<file path="config.mk">
export PLATFORM = sky130hd
export DESIGN_NAME = interval_sampled_lowpass_filter_unit_flat
export DESIGN_NICKNAME = d
export VERILOG_FILES = /design/src/rtl/ilpf_pkg.sv /design/src/rtl/ilpf_if.sv /design/src/rtl/ilpf_div.sv /design/src/rtl/interval_sampled_lowpass_filter_unit.sv /design/src/flat_wrapper.sv
export SDC_FILE = /design/constraint.sdc
export NUM_CORES = 2
export LEC_CHECK = 0
export ABC_AREA = 1
export BUFFER_PORTS_ARGS = -buffer_cell sky130_fd_sc_hd__clkbuf_2
export CORE_MARGIN = 4
export CORE_UTILIZATION = 35
export CTS_BUF_LIST = sky130_fd_sc_hd__clkbuf_16
export DETAILED_ROUTE_END_ITERATION = 12
export HOLD_SLACK_MARGIN = 0.08
export PLACE_DENSITY = 0.49
export SLEW_MARGIN = 10
export SYNTH_ARGS = -nofsm -noshare
export SYNTH_HDL_FRONTEND = slang
export SYNTH_SLANG_ARGS = --single-unit
</file>
<file path="constraint.sdc">
create_clock -name clk_i -period 9.2 [get_ports clk_i]
set_clock_uncertainty 0.1 [all_clocks]
set_input_delay 1.38 -clock clk_i [delete_from_list [all_inputs] [get_ports clk_i]]
set_output_delay 1.38 -clock clk_i [all_outputs]
set_load 0.1 [all_outputs]
</file>
<file path="src/rtl/ilpf_pkg.sv">
// ----------------------------------------------------------------------------
// ilpf_pkg
// Shared types and constants of the interval-sampled low-pass filter.
// ----------------------------------------------------------------------------
package ilpf_pkg;

  localparam int TIME_W   = 32;
  localparam int SAMPLE_W = 12;
  localparam int VALUE_W  = 20;
  localparam int REG_W    = 16;
  localparam int APB_DW   = 32;
  localparam int APB_AW   = 3;
  localparam int DEN_W    = TIME_W + 1;
  localparam int NUM_W    = 64;

  localparam logic [VALUE_W-1:0] VALUE_MAX       = '1;
  localparam logic [REG_W-1:0]   READ_INTERVAL_RST = 16'd1000;
  localparam logic [REG_W-1:0]   FILTER_TIME_RST   = 16'd0;

  typedef enum logic [0:0] {
    REG_READ_INTERVAL = 1'b0,
    REG_FILTER_TIME   = 1'b1
  } reg_idx_e;

  typedef enum logic [2:0] {
    ST_IDLE,
    ST_CHECK,
    ST_MUL_A,
    ST_MUL_B,
    ST_SUM,
    ST_DIV,
    ST_OUT
  } ctrl_state_e;

  typedef struct packed {
    logic start;
    logic done;
  } div_ctl_t;

endpackage

</file>
<file path="src/rtl/ilpf_if.sv">
// ----------------------------------------------------------------------------
// ilpf_if
// Valid/ready channels for input items and result items.
// ----------------------------------------------------------------------------
interface ilpf_in_if import ilpf_pkg::*; ();
  logic                valid;
  logic                ready;
  logic [TIME_W-1:0]   now_ms;
  logic [SAMPLE_W-1:0] sample_quarter_deg;

  modport source (output valid, now_ms, sample_quarter_deg, input ready);
  modport sink   (input valid, now_ms, sample_quarter_deg, output ready);
endinterface

interface ilpf_out_if import ilpf_pkg::*; ();
  logic               valid;
  logic               ready;
  logic [VALUE_W-1:0] filtered_value;
  logic               updated;

  modport source (output valid, filtered_value, updated, input ready);
  modport sink   (input valid, filtered_value, updated, output ready);
endinterface

</file>
<file path="src/rtl/ilpf_div.sv">
// ----------------------------------------------------------------------------
// ilpf_div
// Restoring divider, one quotient bit per cycle. The quotient must fit
// in QW bits.
// ----------------------------------------------------------------------------
module ilpf_div import ilpf_pkg::*; #(
  parameter int QW = 20
) (
  input  logic             clk_i,
  input  logic             rst_ni,
  input  logic             start_i,
  input  logic [NUM_W-1:0] num_i,
  input  logic [DEN_W-1:0] den_i,
  output logic             done_o,
  output logic [QW-1:0]    quot_o
);

  localparam int CW = (QW > 1) ? $clog2(QW) : 1;

  logic [DEN_W-1:0] rem_q;
  logic [DEN_W-1:0] den_q;
  logic [QW-1:0]    lo_q;
  logic [CW-1:0]    cnt_q;
  logic             busy_q;
  logic             done_q;
  logic [DEN_W:0]   rem_sh;
  logic [DEN_W:0]   rem_sub;
  logic             ge;

  assign rem_sh  = {rem_q, lo_q[QW-1]};
  assign rem_sub = rem_sh - {1'b0, den_q};
  assign ge      = rem_sh >= {1'b0, den_q};

  always_ff @(posedge clk_i or negedge rst_ni) begin
    if (!rst_ni) begin
      busy_q <= 1'b0;
      done_q <= 1'b0;
      cnt_q  <= '0;
    end else if (start_i) begin
      busy_q <= 1'b1;
      done_q <= 1'b0;
      cnt_q  <= CW'(QW - 1);
    end else if (busy_q) begin
      cnt_q <= cnt_q - 1'b1;
      if (cnt_q == '0) begin
        busy_q <= 1'b0;
        done_q <= 1'b1;
      end
    end
  end

  always_ff @(posedge clk_i) begin
    if (start_i) begin
      rem_q <= num_i[QW +: DEN_W];
      lo_q  <= num_i[QW-1:0];
      den_q <= den_i;
    end else if (busy_q) begin
      rem_q <= ge ? rem_sub[DEN_W-1:0] : rem_sh[DEN_W-1:0];
      lo_q  <= {lo_q[QW-2:0], ge};
    end
  end

  assign done_o = done_q;
  assign quot_o = lo_q;

endmodule

</file>
<file path="src/rtl/interval_sampled_lowpass_filter_unit.sv">
// ----------------------------------------------------------------------------
// interval_sampled_lowpass_filter_unit
// First-order low-pass over a millisecond-stamped thermocouple reading.
// ----------------------------------------------------------------------------
// One item at a time: the input is not ready again until the result has been
// transferred. The first item after reset goes straight to the result. An item
// that stays below the read interval, or takes the sample directly (zero filter
// time and zero elapsed time), passes a check state first. A filtered item also
// passes the shared 32x32 multiplier used twice and the bit-serial divider that
// produces one quotient bit per cycle, for max(20, 12+FRACTION_BITS) bits. A
// stalled result holds the unit in its output state. Registers at 0x0 (read
// interval) and 0x4 (filter time); the user must write them over APB only while
// idle, which the block itself does not enforce.
module interval_sampled_lowpass_filter_unit import ilpf_pkg::*; #(
  parameter int FRACTION_BITS = 8
) (
  input  logic              clk_i,
  input  logic              rst_ni,
  input  logic              psel,
  input  logic              penable,
  input  logic              pwrite,
  input  logic [APB_AW-1:0] paddr,
  input  logic [APB_DW-1:0] pwdata,
  output logic [APB_DW-1:0] prdata,
  output logic              pready,
  ilpf_in_if.sink           in_i,
  ilpf_out_if.source        out_o
);

  localparam int SW = SAMPLE_W + FRACTION_BITS;
  localparam int QW = (SW > VALUE_W) ? SW : VALUE_W;
  localparam logic [QW-1:0] VMAX = QW'(VALUE_MAX);

  ctrl_state_e state_q, state_d;

  logic [REG_W-1:0]    ri_q;
  logic [REG_W-1:0]    ft_q;
  logic                started_q;
  logic [TIME_W-1:0]   last_q;
  logic [TIME_W-1:0]   elapsed_q;
  logic [VALUE_W-1:0]  value_q;
  logic                upd_q;
  logic [SAMPLE_W-1:0] sample_q;
  logic [NUM_W-1:0]    prod_q;
  logic [NUM_W-1:0]    acc_q;
  logic [DEN_W-1:0]    den_q;

  logic                in_xfer;
  logic                cfg_wr;
  reg_idx_e            cfg_idx;
  logic [TIME_W:0]     el_sum;
  logic [QW-1:0]       samp_w;
  logic [DEN_W-1:0]    den_w;
  logic [TIME_W-1:0]   mul_a;
  logic [TIME_W-1:0]   mul_b;
  logic [NUM_W-1:0]    mul_p;
  logic [QW-1:0]       quot;
  div_ctl_t            div_ctl;

  function automatic logic [VALUE_W-1:0] sat_value(input logic [QW-1:0] v);
    sat_value = (v > VMAX) ? VALUE_MAX : v[VALUE_W-1:0];
  endfunction

  // config port
  assign pready  = 1'b1;
  assign cfg_idx = reg_idx_e'(paddr[2]);
  assign cfg_wr  = psel && penable && pwrite;

  always_comb begin
    unique case (cfg_idx)
      REG_READ_INTERVAL: prdata = APB_DW'(ri_q);
      REG_FILTER_TIME:   prdata = APB_DW'(ft_q);
      default:           prdata = '0;
    endcase
  end

  always_ff @(posedge clk_i or negedge rst_ni) begin
    if (!rst_ni) begin
      ri_q <= READ_INTERVAL_RST;
      ft_q <= FILTER_TIME_RST;
    end else if (cfg_wr) begin
      unique case (cfg_idx)
        REG_READ_INTERVAL: ri_q <= pwdata[REG_W-1:0];
        REG_FILTER_TIME:   ft_q <= pwdata[REG_W-1:0];
        default: ;
      endcase
    end
  end

  // handshake
  assign in_xfer              = in_i.valid && in_i.ready;
  assign in_i.ready           = (state_q == ST_IDLE);
  assign out_o.valid          = (state_q == ST_OUT);
  assign out_o.filtered_value = value_q;
  assign out_o.updated        = upd_q;

  // datapath
  assign el_sum = {1'b0, elapsed_q} + {1'b0, in_i.now_ms - last_q};
  assign samp_w = QW'(sample_q) << FRACTION_BITS;
  assign den_w  = DEN_W'(ft_q) + DEN_W'(elapsed_q);

  always_comb begin
    unique case (state_q)
      ST_MUL_A: begin
        mul_a = TIME_W'(value_q);
        mul_b = TIME_W'(ft_q);
      end
      default: begin
        mul_a = TIME_W'(samp_w);
        mul_b = elapsed_q;
      end
    endcase
  end

  assign mul_p = mul_a * mul_b;

  assign div_ctl.start = (state_q == ST_SUM);

  ilpf_div #(
    .QW(QW)
  ) u_div (
    .clk_i  (clk_i),
    .rst_ni (rst_ni),
    .start_i(div_ctl.start),
    .num_i  (acc_q + prod_q),
    .den_i  (den_q),
    .done_o (div_ctl.done),
    .quot_o (quot)
  );

  // sequencer
  always_comb begin
    state_d = state_q;
    unique case (state_q)
      ST_IDLE:  if (in_xfer) state_d = started_q ? ST_CHECK : ST_OUT;
      ST_CHECK: begin
        if (elapsed_q < TIME_W'(ri_q)) begin
          state_d = ST_OUT;
        end else if (den_w == '0) begin
          state_d = ST_OUT;
        end else begin
          state_d = ST_MUL_A;
        end
      end
      ST_MUL_A: state_d = ST_MUL_B;
      ST_MUL_B: state_d = ST_SUM;
      ST_SUM:   state_d = ST_DIV;
      ST_DIV:   if (div_ctl.done) state_d = ST_OUT;
      ST_OUT:   if (out_o.ready) state_d = ST_IDLE;
      default:  state_d = ST_IDLE;
    endcase
  end

  always_ff @(posedge clk_i or negedge rst_ni) begin
    if (!rst_ni) begin
      state_q <= ST_IDLE;
    end else begin
      state_q <= state_d;
    end
  end

  always_ff @(posedge clk_i or negedge rst_ni) begin
    if (!rst_ni) begin
      started_q <= 1'b0;
      last_q    <= '0;
      elapsed_q <= '0;
      value_q   <= '0;
      upd_q     <= 1'b0;
    end else begin
      unique case (state_q)
        ST_IDLE: begin
          if (in_xfer) begin
            started_q <= 1'b1;
            last_q    <= in_i.now_ms;
            upd_q     <= 1'b0;
            if (started_q) begin
              elapsed_q <= el_sum[TIME_W] ? '1 : el_sum[TIME_W-1:0];
            end
          end
        end
        ST_CHECK: begin
          if (elapsed_q >= TIME_W'(ri_q) && den_w == '0) begin
            value_q   <= sat_value(samp_w);
            elapsed_q <= '0;
            upd_q     <= 1'b1;
          end
        end
        ST_DIV: begin
          if (div_ctl.done) begin
            value_q   <= sat_value(quot);
            elapsed_q <= '0;
            upd_q     <= 1'b1;
          end
        end
        default: ;
      endcase
    end
  end

  always_ff @(posedge clk_i) begin
    if (in_xfer) begin
      sample_q <= in_i.sample_quarter_deg;
    end
    if (state_q == ST_CHECK) begin
      den_q <= den_w;
    end
    if (state_q == ST_MUL_A || state_q == ST_MUL_B) begin
      prod_q <= mul_p;
    end
    if (state_q == ST_MUL_B) begin
      acc_q <= prod_q;
    end
  end

endmodule
</file>
<file path="src/flat_wrapper.sv">
// flat-port wrapper written by rule: the top's interface ports become plain ports
module interval_sampled_lowpass_filter_unit_flat import ilpf_pkg::*;
#(
  parameter int FRACTION_BITS = 8
)
  (clk_i, rst_ni, psel, penable, pwrite, paddr, pwdata, prdata, pready, in_i_valid, in_i_now_ms, in_i_sample_quarter_deg, in_i_ready, out_o_valid, out_o_filtered_value, out_o_updated, out_o_ready);
  ilpf_in_if in_i_i ();
  ilpf_out_if out_o_i ();
  input  logic clk_i;
  input  logic rst_ni;
  input  logic psel;
  input  logic penable;
  input  logic pwrite;
  input  logic [APB_AW-1:0] paddr;
  input  logic [APB_DW-1:0] pwdata;
  output logic [APB_DW-1:0] prdata;
  output logic pready;
  input wire logic [$bits(in_i_i.valid)-1:0] in_i_valid;
  input wire logic [$bits(in_i_i.now_ms)-1:0] in_i_now_ms;
  input wire logic [$bits(in_i_i.sample_quarter_deg)-1:0] in_i_sample_quarter_deg;
  output wire logic [$bits(in_i_i.ready)-1:0] in_i_ready;
  output wire logic [$bits(out_o_i.valid)-1:0] out_o_valid;
  output wire logic [$bits(out_o_i.filtered_value)-1:0] out_o_filtered_value;
  output wire logic [$bits(out_o_i.updated)-1:0] out_o_updated;
  input wire logic [$bits(out_o_i.ready)-1:0] out_o_ready;
  assign in_i_i.valid = in_i_valid;
  assign in_i_i.now_ms = in_i_now_ms;
  assign in_i_i.sample_quarter_deg = in_i_sample_quarter_deg;
  assign in_i_ready = in_i_i.ready;
  assign out_o_valid = out_o_i.valid;
  assign out_o_filtered_value = out_o_i.filtered_value;
  assign out_o_updated = out_o_i.updated;
  assign out_o_i.ready = out_o_ready;
  interval_sampled_lowpass_filter_unit #(.FRACTION_BITS(FRACTION_BITS)) u_core (.clk_i(clk_i), .rst_ni(rst_ni), .psel(psel), .penable(penable), .pwrite(pwrite), .paddr(paddr), .pwdata(pwdata), .prdata(prdata), .pready(pready), .in_i(in_i_i), .out_o(out_o_i));
endmodule
</file>
==> impl_results.md <==
* Yosys warns at 0
* Nets@finish at 6,835
* Clock root buffer: clkbuf_16
* Place WS at 0.752 ns
* Asr flop ratio synth at 35.3%
* Worst Tran Pin Value at 1.21 ns
* Total grt overflow at 0
* Post-route cell area at 49,600 sq um
* Final ANT Viol Nets at 0
* Die height at 365 um
* Crit Path Class: flip-flop to flip-flop
* Area after DPL at 48,000 sq um
* Synth unique cells at 50
* Hold Buf Count CTS at 0
* Yosys reg bits at 363
* Slowest CP cell: fa_1
* Max-Slew Margin vs Limit at 19.1%
* CP delay by family, top: adder cells
* CP Capture Type: flip-flop
* Post-synthesis instance total at 5,575
* Reg clk slew, reported paths at 0.06 ns
* Max Clk Rate at 0.117 GHz
* Overall routing resource usage at 23.4%
* Final core utilization at 39.3%
* DR iter-0 viols at 2,575
* Clock Path Buffers at 3
* Crit path depth at 32
* Initial antenna violation count at 3
* Crit-path max cell delay at 0.56 ns
* Worst-Skew Late Latency at 0.60 ns
* WP data arrival at 8.78 ns
* Most frequent cells in the layout: 1,229 x nand2_1, 1,133 x inv_1, 580 x nor2_1
* Critical Path Source Type: flip-flop
* GP Congestion at 0.950
* CTS Buf Count at 45
* Final Slew Violations at 0
* Status: complete, no violations
* First-pass GRT wire length at 235,000 um
* CTS tree: built
* Final period utilization at 92.8%
* Die Area at 133,000 sq um
* Worst min path class: flip-flop to flip-flop
* Post-DP HPWL at 129,000 um
* Cts repair resizes at 0
* Final min period at 8.54 ns
* Die X-Extent at 365 um
* Worst EP required at 9.43 ns
* Register-to-Register Path Depth at 32
* # Max-Cap Violations at 0
* Unrepaired setup endpoints after global routing: no
* # H-tree levels at 2
* Cell Rows at 130
* Vias at 37,600
* DR DRC count at 0
* Share of cells above drive strength 1 at 5.53%
* Post-synth EDFFs at 235
* Setup Buffers After CTS at 0
* Number of global-route vias before repair at 38,200
* Post-synth top flop: edfxtp_1
* Final setup vio count at 0
* Top-Level Pins at 142
* Largest net degree at the start of global routing at 86
* Final hold vios at 0
* Via density at 4.98
* WP buf/inv at 9
* Syn avg cell area at 7.99 sq um
* Worst setup margin at 0.658 ns
* Worst-path maximum fanout at 24
* # clock sinks at 363
* I/O Buffers at 106
* Core Area at 126,000 sq um
* DR pass1 iterations at 6
* Drt wl/cell at 20.3 um
* Fin Setup TNS at 0 ns
* Synth-to-layout area growth at 11.3%
* Most common cell after layout, fill and taps aside: nand2_1
* Hold Path Cell Cnt at 0
* Total wire length at 153,000 um
* Synth Cell Area at 44,500 sq um
* Initial Utilization at 35.3%
* Sequential element share of the synthesized area at 23.1%
per-layer routing:
layer / global-route usage, % / vias to the layer above / share of wire [%]
met4: 6.15 / 2 / 2.9
met1: 32.5 / 18500 / 46
met5: 0 / - / 0.0065
met2: 38.1 / 935 / 46
li1: - / 18000 / -
met3: 3.49 / 194 / 5.7
through the flow:
step	std cells	hold slack (ns)
final	7552	0.318
after global routing	7550	0.327
after floorplan	5718	0.300
after global placement	7467	0.303
after CTS	7550	0.319
after detailed placement	7467	0.305
final cells by class:
cell class	count	area, sq um
repair buffers	221	1430
well taps	1650	2060
clock buffers	46	1150
inverters	1142	4290
diodes	2	5.00
clock inverters	37	380
fillers	13200	76500
flip-flops and latches	363	10300
multi-input cells	4091	30000
worst paths after layout:
kind                       slack, ns               endpoint         startpoint
setup / recovery                0.66      u_core.prod_q[45]  u_core.state_q[1]
hold / removal                  0.32  u_core.u_div.den_q[8]    u_core.den_q[8]
hold reg to reg                 0.32  u_core.u_div.den_q[8]    u_core.den_q[8]
min in group asynchronous       0.76   u_core.elapsed_q[24]             rst_ni
max in group asynchronous       7.01         u_core.ft_q[1]             rst_ni
setup reg to reg                0.66      u_core.prod_q[45]  u_core.state_q[1]
Yosys cell counts (12+ instances only):
cell type / n / area, sq um
nand2_1: 1232 / 4620
inv_1: 1129 / 4240
nor2_1: 585 / 2200
fa_1: 541 / 10800
ha_1: 344 / 4300
o21ai_0: 303 / 1520
a21oi_1: 296 / 1480
edfxtp_1: 235 / 7060
nand3_1: 133 / 666
dfrtp_1: 122 / 3050
nand4_1: 93 / 582
xor2_1: 86 / 753
clkbuf_1: 80 / 300
xnor2_1: 66 / 578
a31oi_1: 47 / 294
nor3_1: 36 / 180
o21bai_1: 32 / 240
buf_4: 26 / 195
o21a_1: 26 / 195
nor4_1: 22 / 138
a21boi_0: 17 / 128
a21o_1: 16 / 120
nand3b_1: 12 / 90.1
kinds of logic after synthesis:
family                     share of synthesized area, %
adders and majority gates                          34.0
buffers and inverters                              10.9
other                                            0.0169
xor gates and xnor gates                           2.99
and+or+nand+nor                                    19.4
DFF                                                23.1
AOI/OAI and AO/OA                                  9.63
state kept, by name (all words and copies together), names as in the netlist:
register and count:
u_core.u_div.rem_q 33, u_core.u_div.done_o 1, u_core.ri_q 16, u_core.state_q 3
u_core.sample_q 12, u_core.out_o.filtered_value 20, u_core.started_q 1, u_core.prod_q 52
u_core.u_div.quot_o 20, u_core.den_q 33, u_core.out_o.updated 1, u_core.ft_q 16
u_core.acc_q 52, u_core.u_div.den_q 33, u_core.u_div.cnt_q 5, u_core.last_q 32
u_core.elapsed_q 32, u_core.u_div.busy_q 1
Power is not shown: default switching activity piles up to over one toggle a cycle in this logic, so the estimate is an artifact.
